## config.mk

```make
export PLATFORM = sky130hd
export DESIGN_NAME = stepper_phase_sequencer
export DESIGN_NICKNAME = d
export VERILOG_FILES = /design/src/hdl/sps_pkg.sv /design/src/hdl/stepper_phase_sequencer.sv
export SDC_FILE = /design/constraint.sdc
export NUM_CORES = 1
export LEC_CHECK = 0
export ABC_AREA = 1
export BUFFER_PORTS_ARGS = -buffer_cell sky130_fd_sc_hd__buf_2
export CAP_MARGIN = 10
export CORE_UTILIZATION = 62
export DETAILED_ROUTE_END_ITERATION = 6
export PLACE_DENSITY = 0.82
export SYNTH_ARGS = -nofsm -noshare
export SYNTH_HDL_FRONTEND = slang
export SYNTH_SLANG_ARGS = --single-unit
```

## constraint.sdc

```tcl
create_clock -name i_clk -period 11.84 [get_ports i_clk]
set_clock_uncertainty 0.05 [all_clocks]
set_input_delay 0.592 -clock i_clk [delete_from_list [all_inputs] [get_ports i_clk]]
set_output_delay 0.592 -clock i_clk [all_outputs]
set_load 0.03 [all_outputs]
```

## src/hdl/sps_pkg.sv

```systemverilog
// Shared types, codes and coil tables for the stepper phase sequencer.
// No dependencies; the top level imports it.
package sps_pkg;

    localparam int unsigned MAX_FULL_STEPS = 1024;
    localparam int unsigned MIN_FULL_STEPS = 4;
    localparam int unsigned SPR_W          = 11;  // full_steps_per_rev field
    localparam int unsigned POS_W          = 11;  // step position
    localparam int unsigned REV_W          = 12;  // doubled revolution length
    localparam int unsigned CFG_IDX_W      = 1;

    typedef enum logic [1:0] {
        MODE_HALF  = 2'd0,
        MODE_FULL1 = 2'd1,
        MODE_FULL2 = 2'd2
    } t_mode;

    typedef enum logic [1:0] {
        FUNC_STEP = 2'd0,
        FUNC_GOTO = 2'd1,
        FUNC_TICK = 2'd2
    } t_func;

    typedef enum logic [CFG_IDX_W-1:0] {
        CFG_STEP_MODE = 1'd0,
        CFG_FULL_SPR  = 1'd1
    } t_cfg_idx;

    localparam logic [POS_W-1:0] SPR_RESET = POS_W'(200);

    // Coil pattern for a phase index in the given mode.
    function automatic logic [3:0] coil_entry(input t_mode mode, input logic [2:0] idx);
        logic [3:0] pat;
        begin
            case (mode)
                MODE_HALF: begin
                    case (idx)
                        3'd0:    pat = 4'h9;
                        3'd1:    pat = 4'h8;
                        3'd2:    pat = 4'hA;
                        3'd3:    pat = 4'h2;
                        3'd4:    pat = 4'h6;
                        3'd5:    pat = 4'h4;
                        3'd6:    pat = 4'h5;
                        default: pat = 4'h1;
                    endcase
                end
                MODE_FULL1: begin
                    case (idx[1:0])
                        2'd0:    pat = 4'h8;
                        2'd1:    pat = 4'h2;
                        2'd2:    pat = 4'h4;
                        default: pat = 4'h1;
                    endcase
                end
                default: begin
                    case (idx[1:0])
                        2'd0:    pat = 4'h9;
                        2'd1:    pat = 4'hA;
                        2'd2:    pat = 4'h6;
                        default: pat = 4'h5;
                    endcase
                end
            endcase
            return pat;
        end
    endfunction

    // Last phase index of the active table.
    function automatic logic [2:0] table_last(input t_mode mode);
        return (mode == MODE_HALF) ? 3'd7 : 3'd3;
    endfunction

endpackage

```

## src/hdl/stepper_phase_sequencer.sv

```systemverilog
// Top level of the stepper phase sequencer: command register, step logic
// and result register with flow control. Depends on sps_pkg.
//
//  channel | direction | handshake           | word
//  --------+-----------+---------------------+------------------------------
//  in      | input     | i_in_valid/o_in_stall   | func, direction, quadrant
//  out     | output    | o_out_valid/i_out_stall | coil_pattern, position,
//          |           |                     | stepped, moving
//  cfg     | input     | i_cfg_valid/o_cfg_ready | register index, data
//
// A word is taken into the command register on the edge it is accepted and
// its result is written to the result register once it is processed, which
// an output stall can delay. One word can be accepted every cycle while the
// output does not stall, a rate set by the phase and position register loop.
// Reset is synchronous and active low; it sets half-step mode, 200 full
// steps, phase index 7 with pattern 0x1, position 0 and no armed goto.
// An output stall holds the result; the command register keeps taking words
// while it is empty or its word can move to the result register, so stalls do not drop data.
module stepper_phase_sequencer
    import sps_pkg::*;
(
    input  logic                 i_clk,
    input  logic                 i_rst_n,

    input  logic                 i_in_valid,
    output logic                 o_in_stall,
    input  logic [1:0]           i_func,
    input  logic                 i_direction,
    input  logic [1:0]           i_quadrant,

    output logic                 o_out_valid,
    input  logic                 i_out_stall,
    output logic [3:0]           o_coil_pattern,
    output logic [POS_W-1:0]     o_position,
    output logic                 o_stepped,
    output logic                 o_moving,

    input  logic                 i_cfg_valid,
    output logic                 o_cfg_ready,
    input  logic [CFG_IDX_W-1:0] i_cfg_index,
    input  logic [SPR_W-1:0]     i_cfg_data
);

    // Configuration registers.
    t_mode            r_mode, n_mode;
    logic [SPR_W-1:0] r_spr, n_spr;

    // Motor state.
    logic [2:0]       r_phase, n_phase;
    logic [POS_W-1:0] r_pos, n_pos;
    logic [3:0]       r_coil, n_coil;
    logic             r_armed, n_armed;
    logic             r_gdir, n_gdir;
    logic [POS_W-1:0] r_target, n_target;

    // Command register.
    logic             r_cmd_valid;
    logic [1:0]       r_func;
    logic             r_dir;
    logic [1:0]       r_quad;

    // Result register.
    logic             r_out_valid;
    logic [3:0]       r_out_coil;
    logic [POS_W-1:0] r_out_pos;
    logic             r_out_stepped;
    logic             r_out_moving;

    logic             exec;       // command register word is processed
    logic             cmd_load;   // command register takes a new word
    logic             cfg_wr;
    logic             n_stepped;

    // Revolution length and step helpers.
    logic [SPR_W-1:0] spr_sat;
    logic [REV_W-1:0] rev;
    logic [REV_W-1:0] quarter_x3;
    logic [REV_W-1:0] goto_pos;
    logic [2:0]       last;
    logic [2:0]       idx;
    logic             sdir;
    logic [2:0]       step_idx;
    logic [POS_W-1:0] step_pos;
    logic [REV_W-1:0] pos_inc;

    assign exec     = r_cmd_valid && (!r_out_valid || !i_out_stall);
    assign cmd_load = !r_cmd_valid || exec;
    assign cfg_wr   = i_cfg_valid;

    assign o_in_stall  = r_cmd_valid && !exec;
    assign o_cfg_ready = 1'b1;

    // Saturate the revolution size, then double it in half-step mode.
    always_comb begin
        if (r_spr < SPR_W'(MIN_FULL_STEPS)) begin
            spr_sat = SPR_W'(MIN_FULL_STEPS);
        end else if (r_spr > SPR_W'(MAX_FULL_STEPS)) begin
            spr_sat = SPR_W'(MAX_FULL_STEPS);
        end else begin
            spr_sat = r_spr;
        end
        rev = (r_mode == MODE_HALF) ? {spr_sat, 1'b0} : {1'b0, spr_sat};
    end

    // Goto target is a quarter revolution times the quadrant, built by shifts and an add.
    always_comb begin
        quarter_x3 = {2'b00, rev[REV_W-1:2]} + {1'b0, rev[REV_W-1:2], 1'b0};
        case (r_quad)
            2'd0:    goto_pos = '0;
            2'd1:    goto_pos = {2'b00, rev[REV_W-1:2]};
            2'd2:    goto_pos = {1'b0, rev[REV_W-1:2], 1'b0};
            default: goto_pos = quarter_x3;
        endcase
    end

    // One step in the chosen direction. Clockwise moves the phase index back
    // and the position forward; a position past the revolution end snaps to
    // zero going clockwise and to the last step going anticlockwise.
    always_comb begin
        last    = table_last(r_mode);
        idx     = r_phase & last;
        sdir    = (r_func == FUNC_STEP) ? r_dir : r_gdir;
        pos_inc = {1'b0, r_pos} + REV_W'(1);
        if (!sdir) begin
            step_idx = (idx == 3'd0) ? last : idx - 3'd1;
            step_pos = (pos_inc >= rev) ? '0 : pos_inc[POS_W-1:0];
        end else begin
            step_idx = (idx >= last) ? 3'd0 : idx + 3'd1;
            if (r_pos == '0 || {1'b0, r_pos} >= rev) begin
                step_pos = POS_W'(rev - REV_W'(1));
            end else begin
                step_pos = r_pos - POS_W'(1);
            end
        end
    end

    // Next state for configuration writes and commands. The user must write only
    // while the block is idle; the block does not enforce it, and a write wins over a command.
    always_comb begin
        n_mode    = r_mode;
        n_spr     = r_spr;
        n_phase   = r_phase;
        n_pos     = r_pos;
        n_coil    = r_coil;
        n_armed   = r_armed;
        n_gdir    = r_gdir;
        n_target  = r_target;
        n_stepped = 1'b0;
        if (cfg_wr) begin
            case (t_cfg_idx'(i_cfg_index))
                CFG_STEP_MODE: begin
                    // Mode code three runs as two-phase full step.
                    n_mode  = (i_cfg_data[1:0] == 2'd3) ? MODE_FULL2 : t_mode'(i_cfg_data[1:0]);
                    n_phase = table_last(n_mode);
                    n_coil  = coil_entry(n_mode, n_phase);
                    n_armed = 1'b0;
                end
                CFG_FULL_SPR: begin
                    n_spr   = i_cfg_data;
                    n_armed = 1'b0;
                end
                default: begin
                    n_mode = r_mode;
                end
            endcase
        end else if (exec) begin
            case (t_func'(r_func))
                FUNC_STEP: begin
                    n_stepped = 1'b1;
                end
                FUNC_GOTO: begin
                    n_target = goto_pos[POS_W-1:0];
                    n_gdir   = r_dir;
                    n_armed  = (r_pos != goto_pos[POS_W-1:0]);
                end
                FUNC_TICK: begin
                    // Armed always means not yet at target, so a tick steps.
                    if (r_armed) begin
                        if (r_pos == r_target) begin
                            n_armed = 1'b0;
                        end else begin
                            n_stepped = 1'b1;
                        end
                    end
                end
                default: begin
                    n_stepped = 1'b0;
                end
            endcase
            if (n_stepped) begin
                n_phase = step_idx;
                n_pos   = step_pos;
                n_coil  = coil_entry(r_mode, step_idx);
                if (r_armed && step_pos == r_target) begin
                    n_armed = 1'b0;
                end
            end
        end
    end

    always_ff @(posedge i_clk) begin
        if (!i_rst_n) begin
            r_mode      <= MODE_HALF;
            r_spr       <= SPR_RESET;
            r_phase     <= 3'd7;
            r_pos       <= '0;
            r_coil      <= 4'h1;
            r_armed     <= 1'b0;
            r_gdir      <= 1'b0;
            r_target    <= '0;
            r_cmd_valid <= 1'b0;
            r_out_valid <= 1'b0;
        end else begin
            r_mode   <= n_mode;
            r_spr    <= n_spr;
            r_phase  <= n_phase;
            r_pos    <= n_pos;
            r_coil   <= n_coil;
            r_armed  <= n_armed;
            r_gdir   <= n_gdir;
            r_target <= n_target;
            if (cmd_load) begin
                r_cmd_valid <= i_in_valid;
            end
            if (exec) begin
                r_out_valid <= 1'b1;
            end else if (!i_out_stall) begin
                r_out_valid <= 1'b0;
            end
        end
    end

    // Payload registers carry no reset.
    always_ff @(posedge i_clk) begin
        if (cmd_load) begin
            r_func <= i_func;
            r_dir  <= i_direction;
            r_quad <= i_quadrant;
        end
        if (exec) begin
            r_out_coil    <= n_coil;
            r_out_pos     <= n_pos;
            r_out_stepped <= n_stepped;
            r_out_moving  <= n_armed;
        end
    end

    assign o_out_valid    = r_out_valid;
    assign o_coil_pattern = r_out_coil;
    assign o_position     = r_out_pos;
    assign o_stepped      = r_out_stepped;
    assign o_moving       = r_out_moving;

    // The coil drive always matches the table entry at the phase index.
    a_coil_matches_phase: assert property (@(posedge i_clk) disable iff (!i_rst_n)
        r_coil == coil_entry(r_mode, r_phase))
        else $error("coil drive does not match phase table entry");

    // Full-step tables only ever use the low four phase indexes.
    a_full_phase_range: assert property (@(posedge i_clk) disable iff (!i_rst_n)
        (r_mode != MODE_HALF) |-> (r_phase[2] == 1'b0))
        else $error("phase index beyond full-step table");

    // An armed goto is never sitting on its target.
    a_armed_off_target: assert property (@(posedge i_clk) disable iff (!i_rst_n)
        r_armed |-> (r_pos != r_target))
        else $error("goto armed while at target");

    // A processed command with a pending stalled result cannot happen.
    a_no_overwrite: assert property (@(posedge i_clk) disable iff (!i_rst_n)
        (r_out_valid && i_out_stall) |-> !exec)
        else $error("result register overwritten while stalled");

endmodule

```

==> out/results.ini, run 1 <==
[setup_path]
rr_endpoint=o_moving
rrSetupSlack_ns=7.10
r2r-start=r_mode[1]
critPathLaunchType=flip-flop
critPathRequiredTime_ns=11.89
cp_max_fo=22
endpoint_kind=flip-flop
cp.arrival_ns=4.79
setup.worst_path.class=flip-flop to flip-flop
reg2reg_depth=23

[clock_tree]
insertion_delay_ns=0.36
cts_buffer_depth=2
hold_buffers=0
cts.sinks=68
cts_tree=built
cts_root_buf=clkbuf_8
cts_resized=0
cts_buffers=9
cts-htree-levels=3
cts_setup_buffers=0
cts.clk_slew.worst_paths_ns=0.09

[yosys]
synth_most_common_cell=nand2_1
synth_fa_ha_area_share_pct=10.7
avgSynthCellArea_sq_um=6.68
synth_top_cell_by_area=dfxtp_1
synthArstFlopShare_pct=0
ys_seq_elements=68
synth_cell_types=48
synth_area_leaders=dfxtp_1 16%, nand2_1 16%, edfxtp_1 12%, ha_1 10%, inv_1 7.0%
synth_ff_type=dfxtp_1
yosysSeqAreaShare_pct=27.8
synth_top_family_by_area=simple AND/OR/NAND/NOR gates
synth_compound_area_share_pct=13.4
synth_top_area_share_pct=16.2
synth-simple-area-share_pct=34.7
syn_inst=852
synth-xor-area-share_pct=4.00
synth_warnings=0
synth_edf_count=22
syn_area_sq_um=5690
synthTopCellsByCount=241 x nand2_1, 106 x inv_1, 65 x nand3_1
synthMuxAreaShare_pct=0
mappedNetlistNets=922

[route]
vias=5835
routed_wirelength_um=16800
drc=4
dr.pass1.iters=7
wire_per_inst_um=16.9
viasPerCell=5.86
drt_iter0_drc=500
postRouteAntennaNets=0

[global_route]
grt_antenna_before_repair=0
grt_util_met1_pct=44.9
grt_util_met3_pct=8.52
grt_pass1_wl_um=27200
first_global_vias=5588
grt_use_total_pct=36.6
overflow=0
grt.busiest_layer=met2
use_met2_pct=59.7
grt_max_degree=29

[timing]
rsz0062_at_grt=false
tns_ns=0
holdWs_ns=0.364
max_freq_mhz=211
final_max_slew_viol_count=0
setup_ws_ns=7.10
relSlewSlack_pct=34.8
period_needed_ns=4.74
fin_crit_sh_pct=40.0
worst_slew_pin_slew_ns=0.967
finalHoldViolCount=0
finalSetupViolations=0

[cells_and_area]
n_fill_cell=777
multi_input_area_sq_um=3570
drive_gt1_share_pct=11.3
register_area_sq_um=1580
antenna_cells=0
syn_to_final_growth_pct=7.61
nets=953

[power]
leakage_uw=0.00318
vdd_ir_drop_max_mv=0.0898
power.density_nw_per_um2=115

[die]
die_height_um=97.8
start_util_pct=64.6
ioPinCount=42
num_rows=34
die-area_sq_um=9560
die_w_um=97.8
fp.coreArea_sq_um=8810

[placement]
place_hpwl_um=13300
place_congestion=0.997
post-place-ws_ns=7.24
io_buffers=40

[min_path]
hp-start=i_direction
hold_path_end=r_dir
hp-class=primary input to flip-flop
holdPathStages=1

[run]
cap_viol_max_count=0

[outcome]
status=complete, but fails checks
violations=DRC

[layout by cell type, fill, tap and decap left out, drive strengths merged, types with 4 or more instances in the layout]
master and n:
nand3 73, buf 42, edfxtp 22, o21ai 69, ha 47, nor3 10, a31oi 4, clkbuf 9
dfxtp 46, or2 5, nand4 21, o211ai 7, nor2 67, inv 110, xor2 24, a21oi 47
nand2 255, clkinv 7
[metal layers]
metal | up-vias | part of all wire, %
li1 | 2857 | -
met4 | 0 | 5.0
met2 | 287 | 45
met3 | 60 | 8.7
met5 | - | 0
met1 | 2631 | 41
[critical path: stages (launching register included)]
cell	delay, ns
dfxtp_1	0.38
nor2_4	0.45
inv_1	0.33
nand2_1	0.14
nand2_1	0.20
ha_1	0.37
nand3_1	0.11
a21oi_2	0.18
nand3_2	0.30
nand4_4	0.33
nand2_1	0.10
nand2_1	0.19
ha_1	0.25
nand3_2	0.11
nor2_2	0.16
nand4_1	0.13
nand3_2	0.15
nand2_1	0.07
nand2_1	0.06
nand2_1	0.04
nor2_1	0.13
nand3_2	0.10
nand2_2	0.08
nand2_1	0.06
[cell families after synthesis]
group	after synthesis
simple gates	438
compound gates	138
buf+inv	133
flops	68
fa+ha+maj	48
xor+xnor	26
other cells	1
[registers in the layout, summed over array words and instances (netlist names), 2 cells and up]
signal and flops:
r_phase 3, r_quad 2, r_coil 4, r_func 2, o_position 11, r_pos 11, r_mode 2, o_coil_pattern 4
r_spr 11, r_target 11
[worst max-delay path by stage]
stage	start	end	slack (ns)
after global routing	r_mode[1]	o_moving	6.74
after CTS	r_mode[1]	o_moving	7.21
after global placement	r_mode[1]	o_moving	7.41
after floorplan	r_mode[1]	o_moving	8.13
after detailed placement	r_mode[1]	o_moving	7.24
final	r_mode[1]	o_moving	7.10
[metrics by stage]
stage	std cells	util, %	total power (uW)	instance area [sq um]
floorplan	852	-	445	5690
global placement	980	67.3	495	5920
detailed placement	980	67.3	501	5920
CTS	996	69.5	695	6120
global route	996	69.5	742	6120
finish	996	69.5	702	6120
[power breakdown]
part / internal [uW] / leakage, uW / switching, uW / total, uW
combinational: 76.4 / 0.00249 / 168 / 244
clock: 98.4 / 0.000104 / 101 / 199
sequential: 250 / 0.000591 / 8.29 / 258
[area by class of cell]
class,instances,share of cell area (%)
multi-input combinational,651,58.4
clock inverter,7,1.23
timing repair buffer,42,3.52
inverter,111,6.81
tap,108,2.21
sequential,68,25.8
clock buffer,9,2.02
(Power assumes the default switching activity.)
==> run 2, diff against run 1 <==
- CORE_UTILIZATION: 62 -> 56
- PLACE_DENSITY: 0.82 -> 0.78
- clock period: 11.84 -> 3.99 ns (I/O delays scaled with it)
==> out/results.ini, run 2 (same netlist as run 1, synthesis figures left out) <==
[outcome]
status=complete, no violations

[setup_path]
endpoint_kind=flip-flop
cp.arrival_ns=3.95  ; -0.84 ns
critPathRequiredTime_ns=4.05  ; -7.84 ns
setup.worst_path.class=flip-flop to flip-flop
critPathLaunchType=flip-flop
cp_max_fo=5  ; -77%

[cells_and_area]
nets=1031  ; +8.2%
final_common_cell=nand2_1
fin_area_sq_um=7090  ; +16%
drive_gt1_share_pct=24.4  ; +13 points
antenna_cells=0  ; unchanged
finish.utilization_pct=72.2  ; +2.7 points
final_cell_mix=221 x nand2_1, 103 x inv_1, 71 x buf_4, 58 x nand3_1, 55 x o21ai_0
layout.cells.non_filler=1099  ; +10%
syn_to_final_growth_pct=24.7

[placement]
io_buffers=40  ; unchanged
placed_area_sq_um=6380  ; +7.7%
place_hpwl_um=14200  ; +6.6%
dp_cells=1060  ; +8.2%
place_congestion=1.00  ; +0.69%

[power]
p_sw_share_pct=40.7  ; +1.3 points
vdd_ir_drop_max_mv=0.231  ; +160%
power.density_nw_per_um2=309  ; +170%
clock_power_share_pct=24.3  ; -4.1 points
p_seq_share_pct=34.9  ; -1.9 points
leakage_uw=0.00357  ; +12%
intPower_uw=1300  ; +210%
combPwrFrac_pct=40.8  ; +6.0 points
power_switching_uw=892  ; +220%
power.total_uw=2190  ; +210%

[timing]
final_max_slew_viol_count=0  ; unchanged
finalSetupViolations=0  ; unchanged
finalHoldViolCount=0  ; unchanged
relSlewSlack_pct=52.4  ; +18 points
period_needed_ns=3.89  ; -0.848 ns
worst_slew_pin_slew_ns=0.712  ; -0.255 ns
fin_crit_sh_pct=97.5  ; +57 points
rsz0062_at_grt=true
max_freq_mhz=257  ; +22%
holdWs_ns=0.00842  ; -0.355 ns

[clock_tree]
cts.clk_slew.worst_paths_ns=0.09  ; about the same
insertion_delay_ns=0.35  ; about the same
cts_tree=built
cts-htree-levels=3  ; unchanged
cts_buffers=9  ; unchanged
cts_root_buf=clkbuf_8
cts.sinks=68  ; unchanged
cts_buffer_depth=2  ; unchanged

[die]
num_rows=36  ; +5.9%
die_w_um=103  ; +5.1%
start_util_pct=57.9  ; -6.7 points
die_height_um=103  ; +5.1%
ioPinCount=42  ; unchanged
fp.coreArea_sq_um=9820  ; +12%
die-area_sq_um=10600  ; +10%

[global_route]
grt_max_degree=29  ; unchanged
grt_antenna_before_repair=0  ; unchanged
grt_pass1_wl_um=28800  ; +5.9%
overflow=0  ; unchanged
grt_use_total_pct=36.1  ; -0.49 points
first_global_vias=5715  ; +2.3%

[route]
routed_wirelength_um=19200  ; +14%
postRouteAntennaNets=0  ; unchanged
viasPerCell=5.79  ; -1.2%
wire_per_inst_um=17.5  ; +3.6%
vias=6362  ; +9.0%
drt_iter0_drc=556  ; +11%
drc=0  ; -4
dr.pass1.iters=6  ; -1

[min_path]
hp-class=primary input to flip-flop

[run]
cap_viol_max_count=0  ; unchanged

[run 2: cell count changes in the layout (fill, tap and decap cells not counted), moves of 6 or more]
cell           change
nand3_1            -7
dlygate4sd3_1      +6
nand2_1           -20
nor2_1             -9
buf_4             +69
ha_4               +7
dfxtp_1            -8
nand2_2           +17
ha_1               -7
[run 2: final cells by class]
type	instances	area [sq um]
clock buffer	9	124
clock inverter	7	51.3
fill	828	2730
inverter	111	423
multi-input combinational	651	3880
sequential	68	1600
tap	133	166
timing repair buffer	120	840
[run 2: power by group through the flow]
| stage | combinational (uW) | clock, uW | sequential (uW) |
|---|---|---|---|
| after detailed placement | 773 | 0 | 780 |
| after global placement | 758 | 0 | 779 |
| after global routing | 977 | 563 | 767 |
| final | 894 | 532 | 764 |
| after CTS | 783 | 535 | 763 |
| after floorplan | 531 | 0 | 790 |
[run 2: repair_timing]
item                                   CTS  global route
pin swaps                                1            35
setup endpoints to repair                1             7
buffers inserted                         1            16
resized for setup                        2            87
endpoints found under the hold margin    6             0
hold buffers                             6             0
[run 2: metal layers]
layer	share of wire [%]	routed length [um]	global-route usage, %	up-vias
met5	0	0	0	-
met4	5.5	1060	17.2	0
met3	8.0	1540	4.68	81
met2	47	9040	61.5	353
met1	39	7560	45.2	2905
li1	-	-	-	3023
[run 2: path summary, 6_finish.rpt]
kind                 startpoint           to  slack, ns  depth (start not counted)
setup / recovery      r_spr[10]     o_moving        0.1                         26
hold / removal    i_cfg_data[6]     r_spr[6]      0.008                          3
setup reg to reg      r_spr[10]     o_moving        0.1                         26
hold reg to reg     r_cmd_valid  o_out_valid       0.43                          2
[run 2: worst max-delay path, cell delays in order (launching register included)]
cell     delay [ns]
dfxtp_1        0.43
buf_4          0.21
nor2_1         0.08
o21ai_1        0.28
ha_1           0.33
nand2_1        0.09
nand2_1        0.09
nand2_1        0.09
nand2_1        0.08
nand2_2        0.09
nand2_4        0.07
inv_4          0.05
nand4_4        0.15
nand2_2        0.14
nand2_4        0.07
ha_4           0.23
or2_4          0.24
nand3_2        0.08
nand3_2        0.05
nor2_1         0.10
nand2_1        0.07
nor2_2         0.11
nand3_1        0.09
nor2_2         0.16
nand3_2        0.08
nand2_2        0.07
nand2_1        0.05
[run 2: through the flow]
step	setup TNS, ns	worst slack, ns
floorplan	0	0.277
global route	-0.189	-0.111
global placement	0	0.112
detailed placement	-0.00645	-0.00645
finish	0	0.0988
CTS	0	0.0341
